### src/hw/rtl/npc_pkg.sv
// ----------------------------------------------------------------------------
// npc_pkg
// Types and constants shared by the nearest point correspondence block.
// ----------------------------------------------------------------------------
package npc_pkg;

   localparam int unsigned TARGET_COUNT_W      = 11;
   localparam int unsigned INDEX_W             = 16;
   localparam int unsigned COORD_W             = 16;
   localparam int unsigned NEAREST_W           = 10;
   localparam int unsigned DIST_W              = 33;
   localparam int unsigned DEFAULT_MAX_TARGETS = 1024;
   localparam int unsigned CMD_QUEUE_DEPTH     = 4;
   localparam int unsigned CMD_QUEUE_AW        = $clog2(CMD_QUEUE_DEPTH);

   typedef enum logic {
      OP_LOAD  = 1'b0,
      OP_QUERY = 1'b1
   } op_type;

   typedef struct packed {
      op_type                     op;
      logic [INDEX_W-1:0]         point_index;
      logic signed [COORD_W-1:0]  point_x;
      logic signed [COORD_W-1:0]  point_y;
   } req_type;

   typedef struct packed {
      logic [INDEX_W-1:0]   source_number;
      logic [NEAREST_W-1:0] nearest_index;
      logic [DIST_W-1:0]    nearest_dist_sq;
   } rsp_type;

   // A classified item as it waits between the front and the back.
   typedef struct packed {
      op_type                     op;
      logic                       slot_ok;
      logic [INDEX_W-1:0]         point_index;
      logic signed [COORD_W-1:0]  point_x;
      logic signed [COORD_W-1:0]  point_y;
   } cmd_type;

   typedef struct packed {
      logic    valid;
      cmd_type cmd;
   } cmd_link_type;

   typedef enum logic [1:0] {
      ST_IDLE,
      ST_SCAN,
      ST_DRAIN,
      ST_FINISH
   } back_state_type;

endpackage

### src/hw/rtl/npc_front.sv
// ----------------------------------------------------------------------------
// npc_front
// Accepts items, marks loads whose slot lies outside the store, and holds
// them in a short queue until the back end takes them.
// ----------------------------------------------------------------------------
module npc_front #(
   parameter int unsigned MAX_TARGETS = npc_pkg::DEFAULT_MAX_TARGETS
) (
   input  logic                  clock,
   input  logic                  reset,
   input  logic                  push,
   output logic                  full,
   input  npc_pkg::req_type      req_data,
   output npc_pkg::cmd_link_type cmd_link,
   input  logic                  cmd_pop
);
   import npc_pkg::*;

   localparam int unsigned SLOT_CMP_W = INDEX_W + 1;

   cmd_type                 queue_ff [CMD_QUEUE_DEPTH];
   logic [CMD_QUEUE_AW-1:0] wr_ptr_ff, wr_ptr_in;
   logic [CMD_QUEUE_AW-1:0] rd_ptr_ff, rd_ptr_in;
   logic [CMD_QUEUE_AW:0]   cnt_ff, cnt_in;
   logic                    push_ok;
   logic                    pop_ok;
   cmd_type                 cmd_new;

   always_comb begin
      cmd_new.op          = req_data.op;
      cmd_new.slot_ok     = {1'b0, req_data.point_index} < SLOT_CMP_W'(MAX_TARGETS);
      cmd_new.point_index = req_data.point_index;
      cmd_new.point_x     = req_data.point_x;
      cmd_new.point_y     = req_data.point_y;
   end

   assign full    = (cnt_ff == (CMD_QUEUE_AW + 1)'(CMD_QUEUE_DEPTH));
   assign push_ok = push && !full;
   assign pop_ok  = cmd_pop && (cnt_ff != '0);

   always_comb begin
      wr_ptr_in = push_ok ? wr_ptr_ff + CMD_QUEUE_AW'(1) : wr_ptr_ff;
      rd_ptr_in = pop_ok ? rd_ptr_ff + CMD_QUEUE_AW'(1) : rd_ptr_ff;
      cnt_in    = cnt_ff + (CMD_QUEUE_AW + 1)'(push_ok) - (CMD_QUEUE_AW + 1)'(pop_ok);
   end

   always_ff @(posedge clock) begin
      if (reset) begin
         wr_ptr_ff <= '0;
         rd_ptr_ff <= '0;
         cnt_ff    <= '0;
      end else begin
         wr_ptr_ff <= wr_ptr_in;
         rd_ptr_ff <= rd_ptr_in;
         cnt_ff    <= cnt_in;
      end
   end

   always_ff @(posedge clock) begin
      if (push_ok) begin
         queue_ff[wr_ptr_ff] <= cmd_new;
      end
   end

   assign cmd_link.valid = (cnt_ff != '0);
   assign cmd_link.cmd   = queue_ff[rd_ptr_ff];

`ifndef ASSERT_OFF
   a_cnt_bounded: assert property (@(posedge clock) disable iff (reset)
      cnt_ff <= (CMD_QUEUE_AW + 1)'(CMD_QUEUE_DEPTH))
      else $error("command queue count exceeds its depth");

   a_push_counts: assert property (@(posedge clock) disable iff (reset)
      (push_ok && !pop_ok) |=> (cnt_ff == $past(cnt_ff) + (CMD_QUEUE_AW + 1)'(1)))
      else $error("accepted transfer not counted in the command queue");

   a_no_pop_empty: assert property (@(posedge clock) disable iff (reset)
      cmd_pop |-> (cnt_ff != '0))
      else $error("back end took a command from an empty queue");
`endif

endmodule

### config.mk
export PLATFORM = sky130hd
export DESIGN_NAME = npc_front
export DESIGN_NICKNAME = d
export VERILOG_FILES = /design/src/hw/rtl/npc_pkg.sv /design/src/hw/rtl/npc_front.sv
export SDC_FILE = /design/constraint.sdc
export NUM_CORES = 1
export LEC_CHECK = 0
export BUFFER_PORTS_ARGS = -buffer_cell sky130_fd_sc_hd__buf_2
export CORE_MARGIN = 1
export CORE_UTILIZATION = 55
export DETAILED_ROUTE_END_ITERATION = 10
export GPL_ROUTABILITY_DRIVEN = 0
export PLACE_DENSITY = 0.8
export SLEW_MARGIN = 10
export SYNTH_ARGS = -nofsm -noshare
export SYNTH_HDL_FRONTEND = slang
export SYNTH_SLANG_ARGS = --single-unit
### constraint.sdc
create_clock -name clock -period 3.6 [get_ports clock]
set_input_delay 0.54 -clock clock [delete_from_list [all_inputs] [get_ports clock]]
set_output_delay 0.54 -clock clock [all_outputs]
set_load 0.05 [all_outputs]
==> flow_summary_export.csv <==
group,metric,value,unit
yosys,yosys.cell_types.count,26,
die,dieArea,0.0146,mm2
detailed_routing,viasPerCell,5.53,
cts,htree_levels,1,
cts,cts_sinks,209,
power_and_ir_drop,sequentialPowerShare,41.7,%
layout,final_area,0.00916,mm2
detailed_routing,wirelength,13200,um
power_and_ir_drop,net-switching-power,2.41,mW
detailed_routing,num_vias,3508,
yosys,async_reset_ff_share,0,%
power_and_ir_drop,p_comb_share,28.7,%
sta,slew_violations,0,
layout,num-nets-final,500,
critical_path,cp-start-kind,"flop",
critical_path,path_class,"reg -> out",
power_and_ir_drop,vdd_drop_max,0.603,mV
detailed_routing,met1_length,5530,um
die,start_util,56.1,%
power_and_ir_drop,p_int,4.96,mW
cts,post-cts-setup-buffer-count,0,
layout,area_growth,18.1,%
die,core-area,0.0138,mm2
layout,mostFrequentLayoutCell,"edfxtp_1",
sta,final-hold-violation-count,0,
detailed_routing,firstDrtPassIters,4,
power_and_ir_drop,clock_power_share,29.6,%
placement,post-dp-hpwl,8480,um
cts,root_buffer,"clkbuf_16",
placement,port_buffers,104,
detailed_routing,met3_length,774,um
grt,grt_pass1_vias,3714,
detailed_routing,route.detailed.drc,0,
grt,grt_max_degree,28,
critical_path,reg2reg_from,"cnt_ff[1]",
detailed_routing,wl_per_cell,20.9,um
sta,rsz0062_at_grt,"no",
detailed_routing,wl_met2,6700,um
yosys,synthFlopType,"edfxtp_1",
critical_path,cp.required,3060,ps
critical_path,cp-end-kind,"primary output",
yosys,syn_area_per_cell,24.8,um2
hold_path,min_path_type,"in -> reg",
yosys,synth_area,0.00776,mm2
cts,cts.clk_slew.worst_paths,60,ps
layout,diodes,0,
sta,finalClockSkew,10.0,ps
die,num_rows,43,
cts,cts_resized,0,
cts,cts_tree,"yes",
power_and_ir_drop,power_density,805,mW/mm2
cts,cts_inserted_buffers,21,
die,io_pins,105,
yosys,yosys_warnings,0,
power_and_ir_drop,power.leakage,3.13,nW
critical_path,arrival,2260,ps
flow_run,maxCapViolCount,0,
grt,grt_usage,18.9,%
cts,clock_path_buffers,3,
yosys,syn_inst,313,
power_and_ir_drop,swShare,32.7,%
hold_path,min-delay-start,"req_data[33]",
sta,worst_slew_pin_slew,743,ps
detailed_routing,highest_layer,"met4",
detailed_routing,drt-initial-drc-count,232,
sta,period_needed,2800,ps
yosys,yosysSeqAreaShare,79.8,%
layout,most-common-layout-cells,"edfxtp_1, buf_2, mux4_2",
critical_path,crit_fanout,23,
yosys,ys_ff_latch,209,
sta,whs,273,ps
outcome,status,"completed",
sta,fin_setup_tns,0,ps
yosys,synth_edf_count,200,
die,die_width,121,um
grt,gr-total-overflow,0,
layout,layout-drive-gt1-share,44.7,%
detailed_routing,ant_nets,0,
sta,fin_crit_sh,77.8,%
placement,place_area,0.00847,mm2
cts,worstSkewPairLatency,480,ps
grt,antenna_found_initial,0,
yosys,syn_nets,373,
sta,finalSetupViolCount,0,
sta,max_slew_margin,50.4,%
power_and_ir_drop,p_total,7.38,mW
cts,cts_hold_buffers,0,
grt,grt_first_pass_wirelength,20200,um
die,die_h,121,um
critical_path,max_stage_delay,630,ps
critical_path,path_cells,"buf_4 > mux4_2 > buf_2",
sta,fmax,357,MHz
critical_path,crit_slowest_cell,"dfxtp_4",
through the flow:
step	utilization, %	worst slack (ps)	std cells
final	66.3	801	634
after global routing	66.3	655	634
after CTS	66.3	724	634
after detailed placement	61.2	1160	597
after global placement	61.2	1220	597
after floorplan	-	1030	313
power by group through the flow:
stage	Clock (mW)	Sequential [mW]	Combinational, mW
global placement	0	3.12	2.12
floorplan	0	3.03	1.85
finish	2.18	3.08	2.11
global route	2.31	3.11	2.22
detailed placement	0	3.14	2.14
CTS	2.22	3.09	2.14
area by class of cell:
class / count / area (um2)
inverters: 7 / 26.3
well taps: 180 / 225
fillers: 895 / 4660
clock inverters: 13 / 161
clock buffers: 24 / 537
flip-flops and latches: 209 / 6190
repair buffers: 117 / 618
multi-input cells: 84 / 1410
cell families after synthesis:
logic type | synth area share (%)
flops | 79.8
mux | 14.6
buf+inv | 2.19
simple gates | 1.37
fa+ha+maj | 1.23
compound gates | 0.355
xor+xnor | 0.452
worst paths after layout:
path              cells past startpoint  slack [ps]         endpoint
setup / recovery                      3         800     cmd_link[21]
hold / removal                        1         270  queue_ff[0][33]
setup reg to reg                     10        1290        cnt_ff[2]
hold reg to reg                       2         530     wr_ptr_ff[1]
sequential cells by signal, indices dropped and copies added (netlist names), named ones only:
register   cells
queue_ff     200
cnt_ff         3
rd_ptr_ff      2
wr_ptr_ff      2
cell usage after synthesis, drive strengths merged (2+ instances only):
library cell / instances / share of area, %
edfxtp: 200 / 77
inv: 7 / 0.34
and2: 4 / 0.32
ha: 6 / 0.97
nand2b: 2 / 0.16
xnor2: 3 / 0.34
dfxtp: 9 / 2.3
mux4: 50 / 15
nor2: 5 / 0.24
buf: 12 / 1.8
or3: 2 / 0.16
nor2b: 2 / 0.16
routing by layer:
| metal | vias up | GRT usage (%) |
|---|---|---|
| met4 | 0 | 6.71 |
| met1 | 1795 | 25.5 |
| met3 | 18 | 3.40 |
| li1 | 1573 | - |
| met2 | 122 | 31.5 |
| met5 | - | 0 |
critical path, delay by kind of cell (launching register included):
family / cells / cell delay, ps
flops: 1 / 630
buf+inv: 2 / 570
mux: 1 / 560
Power figures use the tool's default switching activity.
